[src/rtl/core/gsd_pkg.sv]
package gsd_pkg;

    // configuration port geometry
    localparam int CFG_IDX_W  = 2;
    localparam int CFG_DATA_W = 16;

    // configuration register indexes
    localparam logic [CFG_IDX_W-1:0] CFG_STD_PERIOD     = 2'd0;
    localparam logic [CFG_IDX_W-1:0] CFG_REDUCED_PERIOD = 2'd1;
    localparam logic [CFG_IDX_W-1:0] CFG_RAMP_STEP      = 2'd2;
    localparam logic [CFG_IDX_W-1:0] CFG_CLOSE_DIR      = 2'd3;

    // reset values of the configuration registers
    localparam logic [CFG_DATA_W-1:0] STD_PERIOD_RST     = 16'd640;
    localparam logic [CFG_DATA_W-1:0] REDUCED_PERIOD_RST = 16'd12800;
    localparam logic [CFG_DATA_W-1:0] RAMP_STEP_RST      = 16'd1;
    localparam logic                  CLOSE_DIR_RST      = 1'b0;

    // configuration bundle
    typedef struct packed {
        logic [CFG_DATA_W-1:0] std_period;
        logic [CFG_DATA_W-1:0] reduced_period;
        logic [CFG_DATA_W-1:0] ramp_step;
        logic                  close_dir_level;
    } gsd_cfg_t;

    // one input item
    typedef struct packed {
        logic end_close_hit;
        logic end_open_hit;
        logic close_button_edge;
        logic open_button_edge;
    } gsd_item_t;

    // one result item
    typedef struct packed {
        logic at_min_speed;
        logic compare_event;
        logic led_close;
        logic led_open;
        logic motor_enable;
        logic dir_level;
        logic step_level;
    } gsd_result_t;

endpackage

[src/rtl/core/gsd_cfg_regs.sv]
module gsd_cfg_regs
    import gsd_pkg::*;
(
    input  logic                  clk,
    input  logic                  rst_n,
    input  logic                  cfg_we,
    input  logic [CFG_IDX_W-1:0]  cfg_addr,
    input  logic [CFG_DATA_W-1:0] cfg_wdata,
    output gsd_cfg_t              cfg
);

    gsd_cfg_t cfg_reg;
    gsd_cfg_t cfg_next;

    // decode of a register write
    always_comb
    begin
        cfg_next = cfg_reg;
        if (cfg_we)
        begin
            case (cfg_addr)
                CFG_STD_PERIOD:     cfg_next.std_period      = cfg_wdata;
                CFG_REDUCED_PERIOD: cfg_next.reduced_period  = cfg_wdata;
                CFG_RAMP_STEP:      cfg_next.ramp_step       = cfg_wdata;
                CFG_CLOSE_DIR:      cfg_next.close_dir_level = cfg_wdata[0];
                default:            cfg_next = cfg_reg;
            endcase
        end
    end

    // register file
    always_ff @(posedge clk or negedge rst_n)
    begin
        if (!rst_n)
        begin
            cfg_reg.std_period      <= STD_PERIOD_RST;
            cfg_reg.reduced_period  <= REDUCED_PERIOD_RST;
            cfg_reg.ramp_step       <= RAMP_STEP_RST;
            cfg_reg.close_dir_level <= CLOSE_DIR_RST;
        end
        else
        begin
            cfg_reg <= cfg_next;
        end
    end

    assign cfg = cfg_reg;

endmodule

[src/rtl/core/gsd_motion.sv]
module gsd_motion
    import gsd_pkg::*;
#(
    parameter int PERIOD_WIDTH = 16
)
(
    input  logic        clk,
    input  logic        rst_n,
    input  gsd_cfg_t    cfg,
    input  logic        fire,
    input  gsd_item_t   item,
    output gsd_result_t res
);

    localparam int SUM_W = ((PERIOD_WIDTH > CFG_DATA_W) ? PERIOD_WIDTH : CFG_DATA_W) + 1;

    logic [PERIOD_WIDTH-1:0] tick_counter_reg;
    logic [PERIOD_WIDTH-1:0] tick_counter_next;
    logic [PERIOD_WIDTH-1:0] period_reg;
    logic [PERIOD_WIDTH-1:0] period_next;
    logic                    moving_open_reg;
    logic                    moving_open_next;
    logic                    moving_close_reg;
    logic                    moving_close_next;
    logic                    slow_mode_reg;
    logic                    slow_mode_next;
    logic                    step_reg;
    logic                    step_next;
    logic                    dir_reg;
    logic                    dir_next;
    logic                    enable_reg;
    logic                    enable_next;
    logic [1:0]              lamp_reg;
    logic [1:0]              lamp_next;

    logic                    mo_btn;
    logic                    mc_btn;
    logic                    slow_btn;
    logic                    event_hit;
    logic                    stop_hit;
    logic [PERIOD_WIDTH-1:0] std_p;
    logic [PERIOD_WIDTH-1:0] red_p;
    logic [SUM_W-1:0]        ramp_sum;

    assign std_p    = PERIOD_WIDTH'(cfg.std_period);
    assign red_p    = PERIOD_WIDTH'(cfg.reduced_period);
    assign ramp_sum = SUM_W'(period_reg) + SUM_W'(cfg.ramp_step);
    assign stop_hit = item.end_open_hit | item.end_close_hit;
    assign event_hit = (tick_counter_reg == period_reg);

    // button events, first button then second
    always_comb
    begin
        mo_btn   = moving_open_reg;
        mc_btn   = moving_close_reg;
        slow_btn = slow_mode_reg;
        if (item.open_button_edge)
        begin
            if (mo_btn)
            begin
                slow_btn = 1'b1;
            end
            else
            begin
                mc_btn = 1'b1;
                mo_btn = 1'b0;
            end
        end
        if (item.close_button_edge)
        begin
            if (mc_btn)
            begin
                slow_btn = 1'b1;
            end
            else
            begin
                mc_btn = 1'b0;
                mo_btn = 1'b1;
            end
        end
    end

    // tick counter and step logic on compare match
    always_comb
    begin
        moving_open_next  = mo_btn;
        moving_close_next = mc_btn;
        slow_mode_next    = slow_btn;
        tick_counter_next = tick_counter_reg + 1'b1;
        period_next       = period_reg;
        step_next         = step_reg;
        dir_next          = dir_reg;
        enable_next       = enable_reg;
        lamp_next         = lamp_reg;
        if (event_hit)
        begin
            tick_counter_next = '0;
            if (stop_hit)
            begin
                enable_next       = 1'b0;
                moving_open_next  = 1'b0;
                moving_close_next = 1'b0;
                slow_mode_next    = 1'b0;
                lamp_next         = 2'b00;
            end
            else
            begin
                if (mo_btn)
                begin
                    dir_next     = ~cfg.close_dir_level;
                    enable_next  = 1'b1;
                    step_next    = ~step_reg;
                    lamp_next[0] = 1'b1;
                end
                else if (mc_btn)
                begin
                    dir_next     = cfg.close_dir_level;
                    enable_next  = 1'b1;
                    step_next    = ~step_reg;
                    lamp_next[1] = 1'b1;
                end
                if (slow_btn)
                begin
                    if (ramp_sum < SUM_W'(red_p))
                    begin
                        period_next = ramp_sum[PERIOD_WIDTH-1:0];
                    end
                    else
                    begin
                        period_next = red_p;
                    end
                end
                else
                begin
                    period_next = std_p;
                end
            end
        end
    end

    // result of this item, state after the tick
    always_comb
    begin
        res.step_level    = step_next;
        res.dir_level     = dir_next;
        res.motor_enable  = enable_next;
        res.led_open      = lamp_next[0];
        res.led_close     = lamp_next[1];
        res.compare_event = event_hit;
        res.at_min_speed  = (period_next == red_p);
    end

    // drive state
    always_ff @(posedge clk or negedge rst_n)
    begin
        if (!rst_n)
        begin
            tick_counter_reg <= '0;
            period_reg       <= PERIOD_WIDTH'(STD_PERIOD_RST);
            moving_open_reg  <= 1'b0;
            moving_close_reg <= 1'b0;
            slow_mode_reg    <= 1'b0;
            step_reg         <= 1'b0;
            dir_reg          <= 1'b0;
            enable_reg       <= 1'b0;
            lamp_reg         <= 2'b00;
        end
        else if (fire)
        begin
            tick_counter_reg <= tick_counter_next;
            period_reg       <= period_next;
            moving_open_reg  <= moving_open_next;
            moving_close_reg <= moving_close_next;
            slow_mode_reg    <= slow_mode_next;
            step_reg         <= step_next;
            dir_reg          <= dir_next;
            enable_reg       <= enable_next;
            lamp_reg         <= lamp_next;
        end
    end

    // never moving both ways
    a_one_direction: assert property (@(posedge clk) disable iff (!rst_n)
        !(moving_open_reg && moving_close_reg))
        else $error("moving open and close at once");

    // end stop on a compare stops the driver
    a_stop_disables: assert property (@(posedge clk) disable iff (!rst_n)
        fire && event_hit && stop_hit |=> !enable_reg && !slow_mode_reg && lamp_reg == 2'b00)
        else $error("end stop did not stop the driver");

    // step level toggles only on a compare
    a_step_on_event: assert property (@(posedge clk) disable iff (!rst_n)
        fire && !event_hit |=> $stable(step_reg) && $stable(period_reg))
        else $error("step or period changed without compare");

endmodule

[src/rtl/core/gate_stepper_drive_with_slowdown_core.sv]
// Stepper drive for a gate with a slow-down ramp.
// Input stream: one item per timer tick, carrying the two button falling-edge
// flags and the two end-stop levels. Output stream: one item per input item
// with the step, direction, enable and lamp levels after that tick, plus the
// compare-match flag and the at-minimum-speed flag.
// Configuration: write cfg_we with cfg_addr/cfg_wdata while the block is idle;
// index 0 standard period, 1 reduced period, 2 ramp step, 3 closing direction.
// Flow: an item taken is held in the input register; its result is loaded
// into the output register when that register is empty or being read, and is
// shown from then on. Throughput: one item per cycle while m_tready is high;
// the whole tick update is one pass of counter compare, ramp add/compare and
// selection between the two registers.
// Reset: config registers take their defaults (640, 12800, 1, 0), the tick
// counter clears, the period loads 640, the motor is off and no item is held.
// Stall: while m_tready is low the result stays in the output register, one
// more item waits in the input register, and s_tready then drops.
module gate_stepper_drive_with_slowdown_core
    import gsd_pkg::*;
#(
    parameter int PERIOD_WIDTH = 16
)
(
    input  logic                  clk,
    input  logic                  rst_n,
    input  logic                  cfg_we,
    input  logic [CFG_IDX_W-1:0]  cfg_addr,
    input  logic [CFG_DATA_W-1:0] cfg_wdata,
    input  logic                  s_tvalid,
    output logic                  s_tready,
    // open_button_edge, close_button_edge, end_open_hit, end_close_hit, zero fill
    input  logic [7:0]            s_tdata,
    output logic                  m_tvalid,
    input  logic                  m_tready,
    // step_level, dir_level, motor_enable, led_open, led_close, compare_event,
    // at_min_speed, zero fill
    output logic [7:0]            m_tdata
);

    gsd_cfg_t    cfg;
    gsd_item_t   item_reg;
    gsd_item_t   item_next;
    gsd_result_t res;
    gsd_result_t result_reg;
    logic        in_valid_reg;
    logic        in_valid_next;
    logic        out_valid_reg;
    logic        out_valid_next;
    logic        out_free;
    logic        advance;
    logic        s_take;

    gsd_cfg_regs u_cfg
    (
        .clk       (clk),
        .rst_n     (rst_n),
        .cfg_we    (cfg_we),
        .cfg_addr  (cfg_addr),
        .cfg_wdata (cfg_wdata),
        .cfg       (cfg)
    );

    gsd_motion #(
        .PERIOD_WIDTH (PERIOD_WIDTH)
    ) u_motion
    (
        .clk   (clk),
        .rst_n (rst_n),
        .cfg   (cfg),
        .fire  (advance),
        .item  (item_reg),
        .res   (res)
    );

    // handshake between input register and output register
    assign out_free = !out_valid_reg || m_tready;
    assign advance  = in_valid_reg && out_free;
    assign s_tready = !in_valid_reg || out_free;
    assign s_take   = s_tvalid && s_tready;

    always_comb
    begin
        item_next.open_button_edge  = s_tdata[0];
        item_next.close_button_edge = s_tdata[1];
        item_next.end_open_hit      = s_tdata[2];
        item_next.end_close_hit     = s_tdata[3];
        in_valid_next  = s_take || (in_valid_reg && !advance);
        out_valid_next = advance || (out_valid_reg && !m_tready);
    end

    // valid flags
    always_ff @(posedge clk or negedge rst_n)
    begin
        if (!rst_n)
        begin
            in_valid_reg  <= 1'b0;
            out_valid_reg <= 1'b0;
        end
        else
        begin
            in_valid_reg  <= in_valid_next;
            out_valid_reg <= out_valid_next;
        end
    end

    // payload registers
    always_ff @(posedge clk)
    begin
        if (s_take)
        begin
            item_reg <= item_next;
        end
        if (advance)
        begin
            result_reg <= res;
        end
    end

    assign m_tvalid = out_valid_reg;
    assign m_tdata  = {1'b0,
                       result_reg.at_min_speed,
                       result_reg.compare_event,
                       result_reg.led_close,
                       result_reg.led_open,
                       result_reg.motor_enable,
                       result_reg.dir_level,
                       result_reg.step_level};

    // a held item is never dropped
    a_hold_item: assert property (@(posedge clk) disable iff (!rst_n)
        in_valid_reg && !advance |=> in_valid_reg)
        else $error("input item lost");

    // an advanced item always shows up at the output
    a_advance_out: assert property (@(posedge clk) disable iff (!rst_n)
        advance |=> m_tvalid)
        else $error("result missing after advance");

    // a stalled result item stays put
    a_out_stable: assert property (@(posedge clk) disable iff (!rst_n)
        m_tvalid && !m_tready |=> m_tvalid && $stable(m_tdata))
        else $error("result item changed while stalled");

endmodule

[config.mk]
export PLATFORM = sky130hd
export DESIGN_NAME = gate_stepper_drive_with_slowdown_core
export DESIGN_NICKNAME = d
export VERILOG_FILES = /design/src/rtl/core/gsd_pkg.sv /design/src/rtl/core/gsd_cfg_regs.sv /design/src/rtl/core/gsd_motion.sv /design/src/rtl/core/gate_stepper_drive_with_slowdown_core.sv
export SDC_FILE = /design/constraint.sdc
export NUM_CORES = 1
export LEC_CHECK = 0
export BUFFER_PORTS_ARGS = -buffer_cell sky130_fd_sc_hd__buf_2
export CORE_MARGIN = 2
export CORE_UTILIZATION = 66
export CTS_BUF_LIST = sky130_fd_sc_hd__clkbuf_16
export DETAILED_ROUTE_END_ITERATION = 6
export PLACE_DENSITY_LB_ADDON = 0.08
export SLEW_MARGIN = 20
export SYNTH_ARGS = -nofsm -noshare
export SYNTH_HDL_FRONTEND = slang
export SYNTH_SLANG_ARGS = --single-unit
[constraint.sdc]
create_clock -name clk -period 8.9 [get_ports clk]
set_input_delay 0.445 -clock clk [delete_from_list [all_inputs] [get_ports clk]]
set_output_delay 0.445 -clock clk [all_outputs]
set_load 0.005 [all_outputs]
Yosys cells after proc, flatten, opt, wreduce, memory -nomap -nowiden. Index checks and enable logic that the tools add are counted.

Bitwise operators: 3. Equal/unequal tests: 5. Add/subtract/negate cells: 2. Muxes and demuxes: 40. Reduce and logical (&&, ||, !) cells: 17. $lt $le $gt $ge: 1.

Operator list (number): $mux 16 (5); $mux 1 (33); $eq 16x16->1 (2); $add 16x16->17 (1); $lt 17x16->1 (1); $add 16x1->16 const B (1); $reduce_and 2->1 (4); $eq 2x2->1 const B (2); $logic_and 1x1->1 (4); $logic_not 1->1 (4); $logic_or 1x1->1 (4); $mux 2 (2); $eq 2x1->1 const B (1); $logic_not 2->1 (1); $not 1->1 (2); $or 1x1->1 (1).

Input bits: 31. Word-level logic and storage cells: 94. Output and inout port bits: 10. Register bits: 102.

Logic depth before layout (Yosys ltp). Gate-level depths: netlist (run 1).

Word-level depth: 8. Gate-level depth with buffers: 18. Gate-level depth less buffers: 17.

Cells and area by module. From an unflattened synthesis (run 1), not the netlist that was laid out.

Cells, all modules: 702. Area, all modules: 6784.0 µm².

By module, submodules not included: gsd_motion (cells each 576, seq. area each 1003.5 µm², area an instance 4474.3 µm², times used 1); gsd_cfg_regs (cells each 105, seq. area each 1233.7 µm², area an instance 1864.3 µm², times used 1); gate_stepper_drive_with_slowdown_core (cells each 21, seq. area each 380.4 µm², area an instance 445.4 µm², times used 1).

Worst setup path after synthesis (run 1). No wires, ideal clock.

Path kind: flip-flop to flip-flop. From: register u_motion.period_reg[0]. To: register result_reg, in the netlist m_tdata[6], data pin. Slack: 4432 ps. Arrival time: 4211 ps. Required time: 8644 ps. Library setup time: 256 ps. Cell stages (with the launch flop): 18. Buffers on the path: 0. Clock period less this slack: 4468 ps. Cell sequence: dfrtp_1 -> ha_1 -> fa_1 -> a211oi_2 -> o211ai_1 -> a221oi_4 -> a2111oi_0 -> a311o_1 -> ha_1 -> a21oi_1 -> nor2b_1 -> a2111oi_0 -> o21ai_0 -> a311oi_4 -> nand2_1 -> o221ai_1 -> a311o_1 -> nor3_1.

RTL lines: start, declared (line gsd_motion.sv:19) `logic [PERIOD_WIDTH-1:0] period_reg;`; start signal, assigned (line gsd_motion.sv:159) `period_reg <= PERIOD_WIDTH'(STD_PERIOD_RST);`; start signal, assigned (line gsd_motion.sv:171) `period_reg <= period_next;`; end signal, assigned (line gate_stepper_drive_with_slowdown_core.sv:114) `result_reg <= res;`; end, declared (line gate_stepper_drive_with_slowdown_core.sv:43) `gsd_result_t result_reg;`.

==> results of run 1 <==
## per-layer routing
metal | global-route usage, % | wire [µm]
met1 | 45.5 | 7360
met2 | 55.8 | 8420
met3 | 6.73 | 1300
met4 | 12.5 | 518
met5 | 0 | 0
## critical path, stage by stage, from the launching register on
cell and delay, ps:
dfrtp_1 480, ha_1 260, fa_1 460, a211oi_2 250, o211ai_1 220, a221oi_4 430
a2111oi_0 170, a311o_1 430, ha_1 330, a21oi_1 130, nor2b_1 60, a2111oi_0 330
o21ai_0 240, a311oi_4 290, buf_4 350, o21ai_0 150, a31oi_1 270, a311o_1 210
nor3_1 100
## per-stage QoR
stage               worst slack [ps]  util [%]  hold WS, ps
floorplan                       4430         -          149
global placement                3730      70.4          462
detailed placement              3680      70.4          478
CTS                             3580      73.9          252
global route                    3150      74.1          241
finish                          3480      74.1          134
## path summary, 6_finish.rpt
path | startpoint | endpoint | slack [ps] | cells past startpoint
worst max-delay path | u_motion.period_reg[0]$_DFFE_PN0P_ | m_tdata[6]$_DFFE_PP_ | 3480 | 18
worst min-delay path | rst_n | u_cfg.cfg[15]$_DFFE_PN0P_ | 130 | 1
worst max register to register | u_motion.period_reg[0]$_DFFE_PN0P_ | m_tdata[6]$_DFFE_PP_ | 3480 | 18
worst min register to register | in_valid_reg$_DFF_PN0_ | m_tvalid$_DFF_PN0_ | 490 | 1
max in group asynchronous | rst_n | u_cfg.cfg[8]$_DFFE_PN0P_ | 8170 | 1
min in group clk | s_tdata[2] | item_reg[2]$_DFFE_PP_ | 260 | 1
## placed cells by master (no fill, tap or decap), drive strengths merged, types with 11 or more instances in the layout
cell type,n
dfrtp,83
o21ai,53
nand3,14
a21oi,53
inv,31
edfxtp,11
ha,32
xnor2,29
a211oi,13
mux2,51
a21o,15
nor2,40
buf,41
nand2,94
xor2,18
## final cells by class
class | count | area, µm²
clock buffers | 10 | 250
clock inverters | 6 | 82.6
fillers | 703 | 2510
inverters | 29 | 109
multi-input cells | 543 | 3720
flip-flops and latches | 102 | 2620
well taps | 133 | 166
repair buffers | 41 | 230
## power by group
| group | total [mW] | internal [mW] | switching (mW) |
|---|---|---|---|
| combinational | 1.20 | 0.478 | 0.721 |
| sequential | 0.733 | 0.582 | 0.152 |
| clock | 0.435 | 0.262 | 0.173 |
| total | 2.37 | 1.32 | 1.05 |
## kinds of logic after synthesis
logic type / Yosys count
flops: 102
other cells: 1
mux: 54
xor+xnor: 47
buf+inv: 56
simple gates: 217
compound gates: 191
fa+ha+maj: 33
==> flow_metrics.env, run 1 <==
export IMPL_place_congestion=0.966
export IMPL_setup_violations=0
export IMPL_layoutNonFillerInstCount=864
export IMPL_synth_most_common_cell="nand2_1"
export IMPL_rows=36
export IMPL_grt_max_degree=92
export IMPL_synthTopCellsByCount="nand2_1 (94), dfrtp_1 (83), a21oi_1 (52), mux2_2 (51)"
export IMPL_synthTopCellsByArea="dfrtp_1 (32%), mux2_2 (8.8%), ha_1 (6.1%)"
export IMPL_synth_edf_count=11
export IMPL_ys_seq_elements=102
export IMPL_ir_worst_vdd_v=0.000217
export IMPL_synth_compound_area_share_pct=19.0
export IMPL_relSlewSlack_pct=35.5
export IMPL_htreeDepth=3
export IMPL_routed_wl_mm=17.6
export IMPL_synth_top_family_by_area="compound AO/OA/AOI/OAI gates"
export IMPL_groute_usage_overall_pct=34.1
export IMPL_grt_pass1_wl_mm=28.7
export IMPL_first_pass_iters=5
export IMPL_wl_per_cell_um=20.4
export IMPL_cp_data_required_time_ps=9010
export IMPL_rsz0062_at_grt="false"
export IMPL_path_max_fanout=28
export IMPL_critPathCaptureType="flop"
export IMPL_drc=0
export IMPL_routed_via_density=6.51
export IMPL_diodes=0
export IMPL_synthAdderAreaFrac_pct=6.42
export IMPL_synth_xor_area_share_pct=6.28
export IMPL_fin_worst_skew_ps=6.60
export IMPL_tightest_slew_ps=965
export IMPL_vias=5626
export IMPL_start_util_pct=67.6
export IMPL_cts_resized=0
export IMPL_crit_type="flop to flop"
export IMPL_drtAntennaViolNets=0
export IMPL_p_leak_nw=3.17
export IMPL_antenna_found_initial=0
export IMPL_area_growth_pct=9.47
export IMPL_cts_buffers=9
export IMPL_ios=41
export IMPL_syn_num_nets=765
export IMPL_tns_ps=0
export IMPL_core_area_mm2=0.00968
export IMPL_maxCapViolations=0
export IMPL_post_cts_buffers=0
export IMPL_design_area_mm2=0.00717
export IMPL_syn_area_mm2=0.00655
export IMPL_finalPower_mw=2.37
export IMPL_ys_seq_area_share_pct=40.0
export IMPL_finalCritPeriodShare_pct=60.9
export IMPL_grt_overflow=0
export IMPL_yosys_warnings=0
export IMPL_die_h_um=104
export IMPL_grt_pass1_vias=5427
export IMPL_synthCells=701
export IMPL_yosys_most_used_dff="dfrtp_1"
export IMPL_layout_nets=790
export IMPL_status="completed"
export IMPL_dp_hpwl_mm=12.5
export IMPL_clk_pin_slew_ps=70
export IMPL_synth_simple_area_share_pct=15.5
export IMPL_min_period_ps=5420
export IMPL_portBuffers=35
export IMPL_maxSlewViolCount=0
export IMPL_cp_start_kind="flop"
export IMPL_placed_area_mm2=0.00682
export IMPL_yosysTopAreaCell="dfrtp_1"
export IMPL_postSynthAreaPerCell_um2=9.35
export IMPL_hold_class="input pin to asynchronous set/reset pin"
export IMPL_largest_reg_flops=49
export IMPL_yosys_mux_area_fraction_pct=9.22
export IMPL_max_clock_path_buffers=2
export IMPL_die_w_um=104
export IMPL_finalHoldViolCount=0
export IMPL_ctsHoldBuffers=0
export IMPL_yosysUniqueCellTypes=61
export IMPL_drive_above_1_share_pct=17.0
export IMPL_drt_iter0_markers=368
export IMPL_fmax_mhz=184
export IMPL_async_reset_ff_share_pct=89.2
export IMPL_cts_sink_count=102
export IMPL_insertion_delay_ps=360
export IMPL_cts_tree="built"
export IMPL_cts_root_buf="clkbuf_16"
export IMPL_power_density_mw_per_mm2=330
export IMPL_arrival_ps=5530
export IMPL_dieArea_mm2=0.0107
export IMPL_dp_cells=847
export IMPL_synth_top_area_share_pct=31.7
(Power assumes the default switching activity.)
==> run 2, diff against run 1 <==
Settings changed: CORE_UTILIZATION 66 to 56.
Clock period 8.9 ns to 4.7 ns, I/O delays scaled along.
==> run 2 against run 1 <==
Sequential cell count unchanged; clock skew increased by 7.0 ps; wire length increased by 0.11%; critical path type unchanged.
==> flow_metrics.env, run 2 (synthesized netlist as in run 1, its figures left out) <==
export IMPL_cts_sink_count=102
export IMPL_path_max_fanout=6
export IMPL_fin_worst_skew_ps=13.6
export IMPL_start_util_pct=57.4
export IMPL_drtAntennaViolNets=0
export IMPL_cpMaxStageDelayCell="a311oi_4"
export IMPL_layout_common_cells="nand2_1 (92), dfrtp_1 (83), mux2_2 (51)"
export IMPL_path_cells="ha_2 > fa_2 > a211oi_2 > o211ai_1 > a221oi_4 > buf_6 > a21o_1 > a311o_1 > ha_1 > a21oi_2 > nor2b_1 > a2111oi_2 > o21ai_1 > a311oi_4 > buf_6 > buf_4 > nand2_1 > a21oi_2 > a211oi_1 > a21oi_1"
export IMPL_place_congestion=0.921
export IMPL_clk_pin_slew_ps=70
export IMPL_grt_pass1_wl_mm=28.5
export IMPL_crit_type="flop to flop"
export IMPL_whs_ps=46.5
export IMPL_vias=5531
export IMPL_p_leak_nw=3.27
export IMPL_tightest_slew_ps=1070
export IMPL_critPathCaptureType="flop"
export IMPL_drive_above_1_share_pct=20.7
export IMPL_final_common_cell="nand2_1"
export IMPL_die_h_um=112
export IMPL_finalCritPeriodShare_pct=95.6
export IMPL_maxCapViolations=0
export IMPL_insertion_delay_ps=370
export IMPL_reg2reg_depth=20
export IMPL_fmax_mhz=222
export IMPL_drt_iter0_markers=554
export IMPL_first_pass_iters=5
export IMPL_portBuffers=35
export IMPL_whs_path_depth=1
export IMPL_r2r_setup_slack_ps=210
export IMPL_maxSlewViolCount=0
export IMPL_ios=41
export IMPL_htreeDepth=3
export IMPL_setup_violations=0
export IMPL_diodes=0
export IMPL_grt_overflow=0
export IMPL_finalHoldViolCount=0
export IMPL_placed_area_mm2=0.00700
export IMPL_r2r_end="u_motion.period_reg[2]$_DFFE_PN0P_"
export IMPL_min_period_ps=4490
export IMPL_power_density_mw_per_mm2=630
export IMPL_r2r_start="u_motion.period_reg[0]$_DFFE_PN0P_"
export IMPL_relSlewSlack_pct=28.3
export IMPL_hold_class="input pin to flop"
export IMPL_whs_endpoint="item_reg[1]$_DFFE_PP_"
export IMPL_cts_buffers=9
export IMPL_dp_hpwl_mm=13.1
export IMPL_drc=0
export IMPL_path_buf_inv=3
export IMPL_dieArea_mm2=0.0126
export IMPL_routed_wl_mm=17.6
export IMPL_largest_reg_flops=49
export IMPL_cp_slowest_stage_delay_ps=430
export IMPL_arrival_ps=4770
export IMPL_status="completed"
export IMPL_antenna_found_initial=0
export IMPL_layout_nets=814
export IMPL_hp_start="s_tdata[1]"
export IMPL_max_clock_path_buffers=2
export IMPL_groute_usage_overall_pct=29.0
export IMPL_grt_max_degree=48
export IMPL_grt_pass1_vias=5324
export IMPL_die_w_um=112
export IMPL_rows=39
export IMPL_cts_tree="built"
export IMPL_ir_worst_vdd_v=0.000433
export IMPL_area_growth_pct=12.7
export IMPL_routed_via_density=6.16
export IMPL_cp_start_kind="flop"
export IMPL_path_delay_family="compound AO/OA/AOI/OAI gates"
export IMPL_wl_per_cell_um=19.6
export IMPL_core_area_mm2=0.0114
export IMPL_design_area_mm2=0.00738
export IMPL_cts_root_buf="clkbuf_16"
export IMPL_cp_data_required_time_ps=4980
run 2: changes by cell type in the layout (fill, tap and decap cells not counted), sizes merged:
cell and change:
dlygate4sd3 +1, clkinv +3, bufinv -2, buf +23, clkinvlp -1
run 2: timing repair:
action	CTS	global route
hold endpoints to repair	39	0
resized for setup	2	14
hold buffers	1	0
endpoints found under the setup margin	15	17
buffers inserted	0	2
pin swaps	1	7
run 2: cell type report:
class / instances / area (µm²)
clock inverter: 6 / 52.6
tap: 143 / 179
sequential: 102 / 2620
timing repair buffer: 65 / 417
inverter: 29 / 109
fill: 973 / 4040
multi-input combinational: 543 / 3760
clock buffer: 10 / 250
run 2: routing by layer:
metal  global-route usage (%)  wire (µm)  vias to the layer above
met5                        0          0                        -
met4                     9.67        467                        0
met3                     7.18       1270                       41
met2                     44.3       8000                      184
met1                     40.8       7880                     2657
li1                         -          -                     2649
run 2: worst max path at each step:
stage                                                     to  depth (start not counted)                               start  slack, ps
after global placement                  m_tdata[6]$_DFFE_PP_                         18  u_motion.period_reg[0]$_DFFE_PN0P_         40
after floorplan                         m_tdata[6]$_DFFE_PP_                         17  u_motion.period_reg[0]$_DFFE_PN0P_        230
after detailed placement  u_motion.period_reg[2]$_DFFE_PN0P_                         19  u_motion.period_reg[0]$_DFFE_PN0P_       -100
after CTS                 u_motion.period_reg[2]$_DFFE_PN0P_                         19  u_motion.period_reg[0]$_DFFE_PN0P_         30
final                     u_motion.period_reg[2]$_DFFE_PN0P_                         20  u_motion.period_reg[0]$_DFFE_PN0P_        210
after global routing                    m_tdata[6]$_DFFE_PP_                         18  u_motion.period_reg[0]$_DFFE_PN0P_        -20
run 2: power by group:
part           internal (mW)  switching (mW)  total (mW)
clock                  0.400           0.357       0.757
sequential              1.10           0.230        1.33
combinational           1.10            1.47        2.56
run 2: stage by stage:
step                power, mW  setup WS (ps)  cells  setup TNS, ps  util [%]
finish                   4.65            205    898              0      64.6
global route             4.98          -21.7    898          -49.9      64.6
CTS                      4.54           26.3    896              0      64.0
detailed placement       3.77           -104    879           -642      61.3
global placement         3.70           39.8    879              0      61.3
floorplan                3.01            232    701              0         -
